[src/sv/spq_pkg.sv]
// Shared types and constants for the stable priority queue.
// No dependencies.
package spq_pkg;

  localparam int unsigned DEPTH_DEF      = 16;
  localparam int unsigned DATA_WIDTH_DEF = 32;
  localparam int unsigned PRIO_WIDTH_DEF = 16;

  localparam logic KIND_ENQ = 1'b0;
  localparam logic KIND_DEQ = 1'b1;

  typedef enum logic [1:0] {
    ST_OK    = 2'd0,
    ST_EMPTY = 2'd1,
    ST_FULL  = 2'd2
  } status_e;

  typedef enum logic [2:0] {
    S_IDLE,
    S_DISP,
    S_CMP,
    S_PUT,
    S_POP,
    S_DONE
  } state_e;

  // controller -> datapath
  typedef struct packed {
    logic load;     // capture request, resolve priority
    logic rd_scan;  // read entry pos-1
    logic shift;    // move read entry to pos, read pos-2
    logic put;      // write new entry at pos
    logic rd_front; // read front entry
    logic pop;      // take front entry
    logic finish;   // move result into output register
  } cmd_t;

  // datapath -> controller
  typedef struct packed {
    logic deq;
    logic full;
    logic empty;
    logic ge;
    logic last;
    logic out_busy;
  } sts_t;

endpackage

[src/sv/spq_req_if.sv]
// Request channel of the priority queue: valid/ready plus item fields.
// Depends on spq_pkg.
interface spq_req_if import spq_pkg::*; #(
  parameter int unsigned DATA_WIDTH = DATA_WIDTH_DEF,
  parameter int unsigned PRIO_WIDTH = PRIO_WIDTH_DEF
);
  logic                  valid;
  logic                  ready;
  logic                  kind;
  logic [DATA_WIDTH-1:0] payload;
  logic [PRIO_WIDTH-1:0] prio;
  logic                  auto_prio;

  modport source (output valid, kind, payload, prio, auto_prio, input ready);
  modport sink   (input valid, kind, payload, prio, auto_prio, output ready);
endinterface

[src/sv/spq_rsp_if.sv]
// Response channel of the priority queue: valid/ready plus result fields.
// Depends on spq_pkg.
interface spq_rsp_if import spq_pkg::*; #(
  parameter int unsigned DATA_WIDTH = DATA_WIDTH_DEF,
  parameter int unsigned PRIO_WIDTH = PRIO_WIDTH_DEF,
  parameter int unsigned OCC_WIDTH  = $clog2(DEPTH_DEF + 1)
);
  logic                  valid;
  logic                  ready;
  logic [DATA_WIDTH-1:0] out_payload;
  logic [1:0]            status;
  logic [PRIO_WIDTH-1:0] used_prio;
  logic [OCC_WIDTH-1:0]  occupancy;

  modport source (output valid, out_payload, status, used_prio, occupancy, input ready);
  modport sink   (input valid, out_payload, status, used_prio, occupancy, output ready);
endinterface

[src/sv/stable_priority_queue.sv]
// Stable priority queue: one request at a time. A dequeue pops the front entry; an
// enqueue moves each entry of lower priority back one place (one RAM read and write
// each) and writes the new entry behind those of equal or higher priority. A result
// is loaded into the output register in S_DONE once an earlier one has been taken;
// only then is the next request accepted. Async active-low reset empties the queue
// and clears the tracked maximum.
module stable_priority_queue import spq_pkg::*; #(
  parameter int unsigned DEPTH      = DEPTH_DEF,
  parameter int unsigned DATA_WIDTH = DATA_WIDTH_DEF,
  parameter int unsigned PRIO_WIDTH = PRIO_WIDTH_DEF
) (
  input  logic      clk_i,
  input  logic      rst_ni,
  spq_req_if.sink   req_i,
  spq_rsp_if.source rsp_o
);

  localparam int unsigned OCC_WIDTH = $clog2(DEPTH + 1);

  cmd_t cmd;
  sts_t sts;

  spq_ctrl u_ctrl (
    .clk_i       (clk_i),
    .rst_ni      (rst_ni),
    .req_valid_i (req_i.valid),
    .req_ready_o (req_i.ready),
    .sts_i       (sts),
    .cmd_o       (cmd)
  );

  spq_dp #(
    .DEPTH      (DEPTH),
    .DATA_WIDTH (DATA_WIDTH),
    .PRIO_WIDTH (PRIO_WIDTH),
    .OCC_WIDTH  (OCC_WIDTH)
  ) u_dp (
    .clk_i         (clk_i),
    .rst_ni        (rst_ni),
    .cmd_i         (cmd),
    .sts_o         (sts),
    .kind_i        (req_i.kind),
    .payload_i     (req_i.payload),
    .prio_i        (req_i.prio),
    .auto_prio_i   (req_i.auto_prio),
    .rsp_valid_o   (rsp_o.valid),
    .rsp_ready_i   (rsp_o.ready),
    .out_payload_o (rsp_o.out_payload),
    .status_o      (rsp_o.status),
    .used_prio_o   (rsp_o.used_prio),
    .occupancy_o   (rsp_o.occupancy)
  );

  a_empty_occ: assert property (@(posedge clk_i) disable iff (!rst_ni)
    (rsp_o.valid && rsp_o.status == ST_EMPTY) |-> (rsp_o.occupancy == '0))
    else $error("empty status with nonzero occupancy");

  a_full_occ: assert property (@(posedge clk_i) disable iff (!rst_ni)
    (rsp_o.valid && rsp_o.status == ST_FULL)
      |-> (rsp_o.occupancy == OCC_WIDTH'(DEPTH)))
    else $error("full status below capacity");

  a_one_req: assert property (@(posedge clk_i) disable iff (!rst_ni)
    (req_i.valid && req_i.ready) |=> !req_i.ready)
    else $error("request accepted while another is in flight");

  a_no_overlap: assert property (@(posedge clk_i) disable iff (!rst_ni)
    cmd.finish |-> !(rsp_o.valid && !rsp_o.ready))
    else $error("result overwritten before it was taken");

endmodule

[src/sv/spq_ram.sv]
// Generic single-write, single-read RAM with registered read data.
// No dependencies.
module spq_ram #(
  parameter int unsigned WIDTH = 8,
  parameter int unsigned DEPTH = 16
) (
  input  logic                     clk_i,
  input  logic                     we_i,
  input  logic [$clog2(DEPTH)-1:0] waddr_i,
  input  logic [WIDTH-1:0]         wdata_i,
  input  logic [$clog2(DEPTH)-1:0] raddr_i,
  output logic [WIDTH-1:0]         rdata_o
);

  logic [WIDTH-1:0] mem_q [DEPTH];

  always_ff @(posedge clk_i) begin
    if (we_i) begin
      mem_q[waddr_i] <= wdata_i;
    end
    rdata_o <= mem_q[raddr_i];
  end

endmodule

[src/sv/spq_ctrl.sv]
// Sequencer of the priority queue: accepts requests, steps the datapath
// through the insertion scan or the front removal. Depends on spq_pkg.
module spq_ctrl import spq_pkg::*; (
  input  logic clk_i,
  input  logic rst_ni,
  input  logic req_valid_i,
  output logic req_ready_o,
  input  sts_t sts_i,
  output cmd_t cmd_o
);

  state_e state_q, state_d;

  always_ff @(posedge clk_i or negedge rst_ni) begin
    if (!rst_ni) begin
      state_q <= S_IDLE;
    end else begin
      state_q <= state_d;
    end
  end

  always_comb begin
    state_d = state_q;
    case (state_q)
      S_IDLE: begin
        if (req_valid_i) state_d = S_DISP;
      end
      S_DISP: begin
        if (sts_i.deq) begin
          state_d = sts_i.empty ? S_DONE : S_POP;
        end else if (sts_i.full) begin
          state_d = S_DONE;
        end else if (sts_i.empty) begin
          state_d = S_PUT;
        end else begin
          state_d = S_CMP;
        end
      end
      S_CMP: begin
        if (sts_i.ge || sts_i.last) state_d = S_PUT;
      end
      S_PUT:  state_d = S_DONE;
      S_POP:  state_d = S_DONE;
      S_DONE: begin
        if (!sts_i.out_busy) state_d = S_IDLE;
      end
      default: state_d = S_IDLE;
    endcase
  end

  always_comb begin
    cmd_o       = '0;
    req_ready_o = 1'b0;
    case (state_q)
      S_IDLE: begin
        req_ready_o = 1'b1;
        cmd_o.load  = req_valid_i;
      end
      S_DISP: begin
        if (sts_i.deq) begin
          cmd_o.rd_front = !sts_i.empty;
        end else begin
          cmd_o.rd_scan = !sts_i.full && !sts_i.empty;
        end
      end
      S_CMP:  cmd_o.shift  = !sts_i.ge;
      S_PUT:  cmd_o.put    = 1'b1;
      S_POP:  cmd_o.pop    = 1'b1;
      S_DONE: cmd_o.finish = !sts_i.out_busy;
      default: ;
    endcase
  end

endmodule

[src/sv/spq_dp.sv]
// Datapath of the priority queue: entry RAM as a ring, head and count,
// tracked maximum, working result and output register. Depends on spq_pkg, spq_ram.
module spq_dp import spq_pkg::*; #(
  parameter int unsigned DEPTH      = DEPTH_DEF,
  parameter int unsigned DATA_WIDTH = DATA_WIDTH_DEF,
  parameter int unsigned PRIO_WIDTH = PRIO_WIDTH_DEF,
  parameter int unsigned OCC_WIDTH  = $clog2(DEPTH + 1)
) (
  input  logic                  clk_i,
  input  logic                  rst_ni,
  input  cmd_t                  cmd_i,
  output sts_t                  sts_o,
  input  logic                  kind_i,
  input  logic [DATA_WIDTH-1:0] payload_i,
  input  logic [PRIO_WIDTH-1:0] prio_i,
  input  logic                  auto_prio_i,
  output logic                  rsp_valid_o,
  input  logic                  rsp_ready_i,
  output logic [DATA_WIDTH-1:0] out_payload_o,
  output logic [1:0]            status_o,
  output logic [PRIO_WIDTH-1:0] used_prio_o,
  output logic [OCC_WIDTH-1:0]  occupancy_o
);

  localparam int unsigned IDXW  = $clog2(DEPTH);
  localparam int unsigned WORDW = PRIO_WIDTH + DATA_WIDTH;

  logic                  kind_q;
  logic [DATA_WIDTH-1:0] data_q;
  logic [PRIO_WIDTH-1:0] p_q, p_d;
  logic [OCC_WIDTH-1:0]  pos_q;
  logic [IDXW-1:0]       head_q;
  logic [OCC_WIDTH-1:0]  count_q;
  logic [PRIO_WIDTH-1:0] max_q;
  status_e               res_status_q, res_status_d;
  logic [DATA_WIDTH-1:0] res_payload_q;
  logic [PRIO_WIDTH-1:0] res_prio_q;
  logic                  rsp_valid_q;
  logic [DATA_WIDTH-1:0] rsp_payload_q;
  logic [1:0]            rsp_status_q;
  logic [PRIO_WIDTH-1:0] rsp_prio_q;
  logic [OCC_WIDTH-1:0]  rsp_occ_q;

  logic                  we;
  logic [IDXW-1:0]       waddr, raddr, pos_idx;
  logic [WORDW-1:0]      wdata, rdata;
  logic [PRIO_WIDTH-1:0] rd_prio;
  logic [DATA_WIDTH-1:0] rd_data;
  logic                  full, empty;

  function automatic logic [IDXW-1:0] phys(input logic [IDXW-1:0] head,
                                           input logic [IDXW-1:0] lidx);
    logic [IDXW:0] sum;
    sum = {1'b0, head} + {1'b0, lidx};
    if (sum >= (IDXW+1)'(DEPTH)) sum = sum - (IDXW+1)'(DEPTH);
    return sum[IDXW-1:0];
  endfunction

  assign pos_idx = pos_q[IDXW-1:0];
  assign rd_prio = rdata[WORDW-1:DATA_WIDTH];
  assign rd_data = rdata[DATA_WIDTH-1:0];
  assign full    = (count_q == OCC_WIDTH'(DEPTH));
  assign empty   = (count_q == '0);

  always_comb begin
    sts_o.deq      = (kind_q == KIND_DEQ);
    sts_o.full     = full;
    sts_o.empty    = empty;
    sts_o.ge       = (rd_prio >= p_q);
    sts_o.last     = (pos_q == OCC_WIDTH'(1));
    sts_o.out_busy = rsp_valid_q && !rsp_ready_i;
  end

  // RAM port steering
  always_comb begin
    we    = cmd_i.shift || cmd_i.put;
    waddr = phys(head_q, pos_idx);
    wdata = cmd_i.shift ? rdata : {p_q, data_q};
    if (cmd_i.rd_scan) begin
      raddr = phys(head_q, pos_idx - IDXW'(1));
    end else if (cmd_i.shift) begin
      raddr = phys(head_q, pos_idx - IDXW'(2));
    end else begin
      raddr = head_q;
    end
  end

  spq_ram #(
    .WIDTH (WORDW),
    .DEPTH (DEPTH)
  ) u_ram (
    .clk_i   (clk_i),
    .we_i    (we),
    .waddr_i (waddr),
    .wdata_i (wdata),
    .raddr_i (raddr),
    .rdata_o (rdata)
  );

  always_comb begin
    if (auto_prio_i) begin
      p_d = (max_q == '1) ? max_q : max_q + PRIO_WIDTH'(1);
    end else begin
      p_d = prio_i;
    end
    if (kind_i == KIND_DEQ) begin
      res_status_d = empty ? ST_EMPTY : ST_OK;
    end else begin
      res_status_d = full ? ST_FULL : ST_OK;
    end
  end

  always_ff @(posedge clk_i or negedge rst_ni) begin
    if (!rst_ni) begin
      head_q      <= '0;
      count_q     <= '0;
      max_q       <= '0;
      rsp_valid_q <= 1'b0;
      kind_q      <= KIND_ENQ;
    end else begin
      if (cmd_i.load) kind_q <= kind_i;
      if (cmd_i.put) begin
        count_q <= count_q + OCC_WIDTH'(1);
        if (pos_q == '0 || p_q > max_q) max_q <= p_q;
      end
      if (cmd_i.pop) begin
        count_q <= count_q - OCC_WIDTH'(1);
        head_q  <= phys(head_q, IDXW'(1));
      end
      if (cmd_i.finish) begin
        rsp_valid_q <= 1'b1;
      end else if (rsp_ready_i) begin
        rsp_valid_q <= 1'b0;
      end
    end
  end

  always_ff @(posedge clk_i) begin
    if (cmd_i.load) begin
      data_q        <= payload_i;
      p_q           <= p_d;
      pos_q         <= count_q;
      res_status_q  <= res_status_d;
      res_payload_q <= '0;
      res_prio_q    <= '0;
    end
    if (cmd_i.shift) pos_q <= pos_q - OCC_WIDTH'(1);
    if (cmd_i.put)   res_prio_q <= p_q;
    if (cmd_i.pop)   res_payload_q <= rd_data;
    if (cmd_i.finish) begin
      rsp_payload_q <= res_payload_q;
      rsp_status_q  <= res_status_q;
      rsp_prio_q    <= res_prio_q;
      rsp_occ_q     <= count_q;
    end
  end

  assign rsp_valid_o   = rsp_valid_q;
  assign out_payload_o = rsp_payload_q;
  assign status_o      = rsp_status_q;
  assign used_prio_o   = rsp_prio_q;
  assign occupancy_o   = rsp_occ_q;

endmodule

[src/flat_wrapper.sv]
// flat-port wrapper written by rule: the top's interface ports become plain ports
module stable_priority_queue_flat import spq_pkg::*;
#(
  parameter int unsigned DEPTH      = DEPTH_DEF,
  parameter int unsigned DATA_WIDTH = DATA_WIDTH_DEF,
  parameter int unsigned PRIO_WIDTH = PRIO_WIDTH_DEF
)
  (clk_i, rst_ni, req_i_valid, req_i_kind, req_i_payload, req_i_prio, req_i_auto_prio, req_i_ready, rsp_o_valid, rsp_o_out_payload, rsp_o_status, rsp_o_used_prio, rsp_o_occupancy, rsp_o_ready);
  spq_req_if #(.DATA_WIDTH(DATA_WIDTH), .PRIO_WIDTH(PRIO_WIDTH)) req_i_i ();
  spq_rsp_if #(.DATA_WIDTH(DATA_WIDTH), .PRIO_WIDTH(PRIO_WIDTH)) rsp_o_i ();
  input  logic clk_i;
  input  logic rst_ni;
  input wire logic [$bits(req_i_i.valid)-1:0] req_i_valid;
  input wire logic [$bits(req_i_i.kind)-1:0] req_i_kind;
  input wire logic [$bits(req_i_i.payload)-1:0] req_i_payload;
  input wire logic [$bits(req_i_i.prio)-1:0] req_i_prio;
  input wire logic [$bits(req_i_i.auto_prio)-1:0] req_i_auto_prio;
  output wire logic [$bits(req_i_i.ready)-1:0] req_i_ready;
  output wire logic [$bits(rsp_o_i.valid)-1:0] rsp_o_valid;
  output wire logic [$bits(rsp_o_i.out_payload)-1:0] rsp_o_out_payload;
  output wire logic [$bits(rsp_o_i.status)-1:0] rsp_o_status;
  output wire logic [$bits(rsp_o_i.used_prio)-1:0] rsp_o_used_prio;
  output wire logic [$bits(rsp_o_i.occupancy)-1:0] rsp_o_occupancy;
  input wire logic [$bits(rsp_o_i.ready)-1:0] rsp_o_ready;
  assign req_i_i.valid = req_i_valid;
  assign req_i_i.kind = req_i_kind;
  assign req_i_i.payload = req_i_payload;
  assign req_i_i.prio = req_i_prio;
  assign req_i_i.auto_prio = req_i_auto_prio;
  assign req_i_ready = req_i_i.ready;
  assign rsp_o_valid = rsp_o_i.valid;
  assign rsp_o_out_payload = rsp_o_i.out_payload;
  assign rsp_o_status = rsp_o_i.status;
  assign rsp_o_used_prio = rsp_o_i.used_prio;
  assign rsp_o_occupancy = rsp_o_i.occupancy;
  assign rsp_o_i.ready = rsp_o_ready;
  stable_priority_queue #(.DEPTH(DEPTH), .DATA_WIDTH(DATA_WIDTH), .PRIO_WIDTH(PRIO_WIDTH)) u_core (.clk_i(clk_i), .rst_ni(rst_ni), .req_i(req_i_i), .rsp_o(rsp_o_i));
endmodule
[config.mk]
export PLATFORM = sky130hd
export DESIGN_NAME = stable_priority_queue_flat
export DESIGN_NICKNAME = d
export VERILOG_FILES = /design/src/sv/spq_pkg.sv /design/src/sv/spq_req_if.sv /design/src/sv/spq_rsp_if.sv /design/src/sv/stable_priority_queue.sv /design/src/sv/spq_ram.sv /design/src/sv/spq_ctrl.sv /design/src/sv/spq_dp.sv /design/src/flat_wrapper.sv
export SDC_FILE = /design/constraint.sdc
export NUM_CORES = 1
export LEC_CHECK = 0
export BUFFER_PORTS_ARGS = -buffer_cell sky130_fd_sc_hd__clkbuf_2
export CAP_MARGIN = 25
export CORE_MARGIN = 2
export CORE_UTILIZATION = 41
export CTS_CLUSTER_SIZE = 14
export DETAILED_ROUTE_END_ITERATION = 8
export HOLD_SLACK_MARGIN = 0.08
export PLACE_DENSITY = 0.56
export SLEW_MARGIN = 15
export SYNTH_ARGS = -nofsm -noshare
export SYNTH_HDL_FRONTEND = slang
export SYNTH_SLANG_ARGS = --single-unit
[constraint.sdc]
create_clock -name clk_i -period 13.9 [get_ports clk_i]
set_clock_uncertainty 0.05 [all_clocks]
set_input_delay 1.39 -clock clk_i [delete_from_list [all_inputs] [get_ports clk_i]]
set_output_delay 1.39 -clock clk_i [all_outputs]
set_load 0.02 [all_outputs]
=== Yosys cells after proc, flatten, opt, wreduce, memory -nomap -nowiden ===
Memories as Yosys holds them, arrays and structs flattened. A register that Yosys moved wholly into a read port is not among the register bits.
Index checks and enable logic that the tools add are counted.

* Add/subtract/negate cells: 14
* Multiply operators: 0
* Div/mod/pow operators: 0
* Order comparisons: 6
* Equality and inequality tests: 11
* Shift-type cells: 0
* Mux-type cells: 40
* Bitwise logic cells: 0
* Reductions and logical operators: 21

{| class="wikitable"
|+ Operators by type and width
! operator !! number
|-
| $mux W16 || 4
|-
| $mux W32 || 2
|-
| $mux W48 || 1
|-
| $mux W4 || 6
|-
| $ge A5 B5 Y1 const B || 4
|-
| $mux W5 || 4
|-
| $sub A4 B1 Y4 const B || 5
|-
| $add A16 B1 Y16 const B || 1
|-
| $eq A16 B16 Y1 const B || 1
|-
| $ge A16 B16 Y1 || 1
|-
| $gt A16 B16 Y1 || 1
|-
| $add A4 B4 Y5 || 3
|-
| $mux W1 || 15
|-
| $mux W3 || 5
|-
| $pmux W3 S5 || 1
|-
| $logic_not A5 Y1 || 2
|-
| $reduce_bool A2 Y1 || 5
|-
| $sub A5 B1 Y5 const B || 2
|-
| $eq A3 B2 Y1 const B || 2
|-
| $eq A3 B3 Y1 const B || 2
|-
| $ne A2 B2 Y1 const B || 3
|-
| $add A4 B1 Y5 const B || 1
|-
| $add A5 B1 Y5 const B || 1
|-
| $eq A5 B1 Y1 const B || 1
|-
| other kinds (11) || 19
|}

* Register bits: 188
* Latch bits: 0
* Memory bits (writable): 768
* ROM bits: 0
* Bits of input ports: 54
* Logic and storage cells: 109
* Memories kept: 1

{| class="wikitable"
|+ Memories
! memory !! depth !! bits a word !! read ports !! clocked after memory_dff !! wr ports !! RTL line !! RTL
|-
| u_core.u_dp.u_ram.mem_q || 16 || 48 || 1 || 1 || 1 || spq_ram.sv:15 || <nowiki>logic [WIDTH-1:0] mem_q [DEPTH];</nowiki>
|}

=== Longest topological paths before layout ===
* Depth after elaboration: 6
* Gate-level depth with buffers: 14
* Mapped depth without buffers: 12

=== Modules after synthesis ===
Synthesis repeated with hierarchy kept, for this count alone.

* Cells, all modules: 1913
* Area total of the unflattened synthesis: 38622.0 um2

{| class="wikitable"
|+ Modules (own cells, without submodules)
! module !! instances !! cells an instance !! area each (um2)
|-
| spq_ram || 1 || 1242 || 29691.0
|-
| spq_dp || 1 || 643 || 8665.8
|-
| spq_ctrl || 1 || 28 || 265.3
|}

=== Worst setup path after synthesis ===
OpenSTA, ideal clock, no wires.

* Path kind: reg-to-reg
* Start point: reg u_core.u_dp.p_q[9]
* End point: mem u_core.u_dp.u_ram.mem_q[7][0] (netlist bit), enable pin
* Library setup time: 0.513 ns
* Arrival: 5.413 ns
* Slack: 7.925 ns
* Cell stages (with the launch flop): 11
* Buffers on the path: 1
* Cells stage by stage: edfxtp_1 inv_1 ha_1 a21o_1 a221o_1 a21oi_2 o21ai_1 clkbuf_1 a21boi_0 nand2_1 nor3_1

* Word-level cells in the longest chain between the ends: 6

{| class="wikitable"
|+ RTL lines
! what !! RTL line !! RTL
|-
| from (decl) || spq_dp.sv:30 || <nowiki>logic [PRIO_WIDTH-1:0] p_q, p_d;</nowiki>
|-
| from (signal assigned) || spq_dp.sv:141 || <nowiki>p_q <= p_d;</nowiki>
|-
| $ge A16 B16 Y1 || spq_dp.sv:69 || <nowiki>sts_o.ge = (rd_prio >= p_q);</nowiki>
|-
| $logic_not A1 Y1 || spq_ctrl.sv:66 || <nowiki>S_CMP: cmd_o.shift = !sts_i.ge;</nowiki>
|-
| $mux W1 || spq_ctrl.sv:54 || <nowiki>case (state_q)</nowiki>
|-
| $logic_or A1 B1 Y1 || spq_dp.sv:76 || <nowiki>we = cmd_i.shift || cmd_i.put;</nowiki>
|-
| $mux W1 || spq_ram.sv:18 || <nowiki>if (we_i) begin</nowiki>
|-
| $mux W1 (implied by the code) || spq_ram.sv:19 || <nowiki>mem_q[waddr_i] <= wdata_i;</nowiki>
|-
| to (decl) || spq_ram.sv:15 ||
|}

No other way between the ends.

=== Worst setup path after layout ===
* Start point: reg u_core.u_dp.p_q[15]
* End point: reg u_core.u_dp.u_ram.rdata_o[19], read port of u_core.u_dp.u_ram.mem_q

* Word-level cells in the longest chain between the ends: 5

{| class="wikitable"
|+ RTL lines
! what !! RTL line !! RTL
|-
| $ge A16 B16 Y1 || spq_dp.sv:69 ||
|-
| $logic_not A1 Y1 || spq_ctrl.sv:66 ||
|-
| $mux W1 || spq_ctrl.sv:54 ||
|-
| $mux W4 || spq_dp.sv:81 || <nowiki>end else if (cmd_i.shift) begin</nowiki>
|-
| $mux W4 || spq_dp.sv:79 || <nowiki>if (cmd_i.rd_scan) begin</nowiki>
|-
| to (decl) || spq_ram.sv:12 || <nowiki>output logic [WIDTH-1:0] rdata_o</nowiki>
|}

No other way between the ends.
A chain may end at the register's enable or synchronous reset.

==> results.md <==
- The run finished with clean final reports.
- The cell area power density is 238 nW/um^2.
- The worst voltage drop across the vdd grid is 0.000277 V.
- STA classifies the critical path endpoint as a flop.
- CTS saw 1004 sinks.
- The overall power consumption is 10.9 mW.
- Counting the fill cells in the layout gives 8144.
- The CTS buffer count is 104.
- Each instance of the synthesized netlist takes up on average 16.5 um^2.
- After detailed routing, no signal wire sits above met4.
- For this run, the post-layout net count is 2660.
- The number of endpoints failing setup at the final stage is 0.
- The min-delay analysis places its worst path in the category reg -> reg.
- The net switching power of the design is 3.87 mW.
- The routed wire length is 93000 um.
- The wire length on met3 is 5130 um.
- The share of the clock period used by the worst path after layout is 0.393.
- For this block, the via count after detailed routing is 20900.
- The count of buffers added on input and output ports is 110.
- The highest attainable clock frequency is 183 MHz.
- The number of distinct library cells after synthesis is 53.
- Setup repair after global routing left no endpoint under its margin.
- Max-cap violations in this run came to 0.
- The pin slew with the least headroom to its limit is 1.22 ns.
- Gates resized during post-CTS repair numbered 0.
- The number of buffers added for setup after CTS is 0.
- The vertical die dimension is 317 um.
- The number of nets in the synthesized netlist is 2531.
- The count of final hold-check violations came to 0.
- The via count of the first global-routing pass was 21300.
- The sum of routed wire segments on met1 is 42000 um.
- The region available for standard cell placement spans 96900 um^2.
- The sequential share of the synthesized area is 0.737.
- For this run the aggregate overflow at the end of global routing stands at 0.
- Once detailed placement completed, the half-perimeter wirelength came to 47100 um.
- In the synthesized netlist, the number of instances is 2423.
- At the worst endpoint, the arrival time is 5.94 ns.
- The share of power burned in registers is 0.383.
- The synthesis-stage register bit count is 1004.
- The pre-antenna-repair detailed-routing pass consisted of 5 iterations.
- Of the total power, combinational logic draws 0.361.
- The TritonCTS clock tree is built.
- The synthesis warning total is 0.
- The H-tree depth is 3.
- The worst setup path is launched from a flop.
- The post-route cell area is 45700 um^2.
- The sum of met2 wire segment lengths after detailed routing is 44400 um.
- Traced cell by cell, the critical path runs through inv_1 -> ha_1 -> and4_1 -> nand4_1 -> o21a_1 -> o311ai_4 -> buf_4 -> buf_4 -> buf_4 -> buf_12 -> mux2_2 -> o211ai_1 -> nand4_1.
- The share of total power dissipated in the clock network is 0.256.
- The largest stage delay on the critical path is 0.86 ns.
- The highest fanout seen on the critical path is 65.
- The number of standard-cell rows in the floorplan is 114.
- For this run, the leading register cell type out of synthesis is edfxtp_1.
- The global-route wire length before repair is 136000 um.
- The number of slew-limit violations in the final report is 0.
- Buffers inserted to repair hold after CTS numbered 0.
- The buffer cell driving the clock tree root is clkbuf_16.
- The width of the die is 317 um.
- The analysis attributes to cell leakage a power of 15.6 nW.
- Clock-pin slew was measured on the worst setup and hold paths at 0.06 ns.
- The clock passes through at most 3 buffers.
- The multi-input gate area in the final layout is 9930 um^2.
- The congestion estimate from routability-driven global placement came to 0.835.
- The area of the mapped netlist is 40100 um^2.
- In the routed layout, each cell is associated on average with a via count of 5.35.
- The area of the die is 100000 um^2.
- For this run, asynchronously set or reset flops after synthesis account for 0.0299.
- Across every metal layer, demand over resource in global routing totals 0.185.
- The cell family contributing the most delay on the critical path is buffers and inverters.
- The latest clock arrival within the worst-skew pair is 0.67 ns.
- The instance area after placement is 42200 um^2.
- In this run the tightest slew margin relative to its limit is 0.188.
- The type of the setup path with the least slack is reg -> reg.
- Of the cells placed in the final design, the portion with a size suffix greater than 1 is 0.178.
- The average routed wire per standard cell is 23.7 um.
- Entering global routing, the biggest net connects 217 pins.
- For the final routed database, the setup TNS stands at 0 ns.
- The layout overhead on the synthesized area is 14.1%.
- The critical path's most frequent cell is buf_4.
- The detail route stage leaves a number of antenna-violating nets equal to 0.
- In this run, synthesis inferred 926 flip-flops with an integrated enable.
- The register cell area after layout is 29500 um^2.
- For this block, the initial DRC count from the detailed router was 1683.
- The repair_antennas step left the layout with diodes totalling 0.
- The initial antenna violation count is 4.
- Counting I/O delays and the setup requirement, the final critical path takes 5.47 ns.
- The count of unresolved DRC violations after routing is 0.
- The I/O pin count is 111.
- The starting density of the core is 0.414.
- The cell with the largest stage delay on the worst path is buf_4.
- The internal power component is 7.01 mW.
- Data on the critical path is required at its endpoint by 14.38 ns.
- Counting both buffers and inverters, the worst setup path holds a total of 5.
- Of the total power, the share spent switching nets is 0.356.
==> synthesized netlist by cell type (46+ instances only) <==
| library cell | count | area, um^2 |
|---|---|---|
| buf_2 | 47 | 235 |
| clkbuf_1 | 59 | 221 |
| dfxtp_1 | 48 | 961 |
| edfxtp_1 | 926 | 27800 |
| ha_1 | 50 | 626 |
| inv_1 | 46 | 173 |
| mux2_1 | 121 | 1360 |
| mux2_2 | 125 | 1410 |
| mux2i_1 | 208 | 2080 |
| nand2_1 | 225 | 845 |
| nand4_1 | 58 | 363 |
| nor2_1 | 58 | 218 |
| o211ai_1 | 196 | 1470 |
==> stage by stage <==
step	instances	setup WS, ns	utilization	hold WS, ns
global placement	3714	7.95	0.434	0.354
global route	3917	8.08	0.472	0.373
finish	3917	8.43	0.472	0.367
CTS	3913	7.82	0.471	0.368
floorplan	2423	7.92	-	0.350
detailed placement	3718	7.83	0.436	0.355
==> cell families after synthesis <==
logic type	after synthesis	synth area share
flops	1004	0.737
xor+xnor	30	0.00656
fa+ha+maj	54	0.0176
compound gates	273	0.0491
buf+inv	180	0.0198
mux	454	0.121
simple gates	428	0.0492
==> sequential cells by signal, summed over array words and instances, names as in the netlist <==
signal                     count
u_core.u_ctrl.state_q          3
u_core.u_dp.count_q            5
u_core.u_dp.data_q            32
u_core.u_dp.head_q             4
u_core.u_dp.kind_q             1
u_core.u_dp.max_q             16
u_core.u_dp.occupancy_o        5
u_core.u_dp.out_payload_o     32
u_core.u_dp.p_q               16
u_core.u_dp.pos_q              5
u_core.u_dp.res_payload_q     32
u_core.u_dp.res_prio_q        16
u_core.u_dp.res_status_q       2
u_core.u_dp.rsp_valid_o        1
u_core.u_dp.status_o           2
u_core.u_dp.u_ram.mem_q      768
u_core.u_dp.u_ram.rdata_o     48
u_core.u_dp.used_prio_o       16
==> layout make-up <==
cell class / count / area share
Clock buffer: 146 / 0.0639
Clock inverter: 49 / 0.0118
Inverter: 46 / 0.00378
Multi-Input combinational cell: 1239 / 0.217
Sequential cell: 1004 / 0.646
Tap cell: 1276 / 0.0349
Timing Repair Buffer: 157 / 0.0226
==> per-layer routing <==
metal | vias up | GRT usage
li1 | 9626 | -
met1 | 10700 | 0.257
met2 | 553 | 0.304
met3 | 93 | 0.0311
met4 | 0 | 0.0440
met5 | - | 0
==> power groups by stage <==
stage | clock, mW | sequential, mW | combinational, mW
after floorplan | 0 | 4.19 | 2.81
after global placement | 0 | 4.22 | 3.89
after detailed placement | 0 | 4.23 | 3.96
after CTS | 2.85 | 4.17 | 3.97
after global routing | 2.96 | 4.20 | 4.30
final | 2.78 | 4.16 | 3.93
==> final timing paths <==
path | start | end | slack, ns | cells after the start
max reg2reg | u_core.u_dp.p_q[15]$_DFFE_PP_ | u_core.u_dp.u_ram.rdata_o[19]$_DFF_P_ | 8.43 | 13
max | u_core.u_dp.p_q[15]$_DFFE_PP_ | u_core.u_dp.u_ram.rdata_o[19]$_DFF_P_ | 8.43 | 13
max in group asynchronous | rst_ni | u_core.u_ctrl.state_q[2]$_DFFE_PN0P_ | 12.48 | 1
min | u_core.u_dp.res_payload_q[8]$_SDFFCE_PN0P_ | u_core.u_dp.out_payload_o[8]$_DFFE_PP_ | 0.37 | 0
min reg2reg | u_core.u_dp.res_payload_q[8]$_SDFFCE_PN0P_ | u_core.u_dp.out_payload_o[8]$_DFFE_PP_ | 0.37 | 0
min in group asynchronous | rst_ni | u_core.u_dp.max_q[8]$_DFFE_PN0P_ | 0.76 | 1
==> cells in the final DEF, fill, tap and decap left out, types with 3 or more instances in the layout <==
master,synthesis,layout
a211oi_1,5,5
a21boi_0,3,3
a21o_1,7,7
a21oi_1,22,22
and3_1,34,33
buf_12,0,4
buf_16,0,4
buf_4,16,39
bufinv_16,0,10
clkbuf_1,59,28
clkbuf_16,0,106
clkbuf_2,0,110
clkbuf_8,0,12
clkinv_1,0,14
clkinv_2,0,17
dfrtp_1,30,29
dfxtp_1,48,48
edfxtp_1,926,926
fa_1,4,4
ha_1,50,50
inv_1,46,45
mux2_1,121,121
mux2_2,125,125
mux2i_1,208,208
nand2_1,225,224
nand2b_1,7,7
nand3_1,13,13
nand4_1,58,58
nor2_1,58,43
nor2_4,0,17
nor2b_1,4,4
nor3_1,10,6
nor3_2,1,5
o211ai_1,196,196
o21a_1,8,8
o21ai_0,18,18
or4_1,3,3
xnor2_1,23,23
xor2_1,7,7
Power figures use the tool's default switching activity.
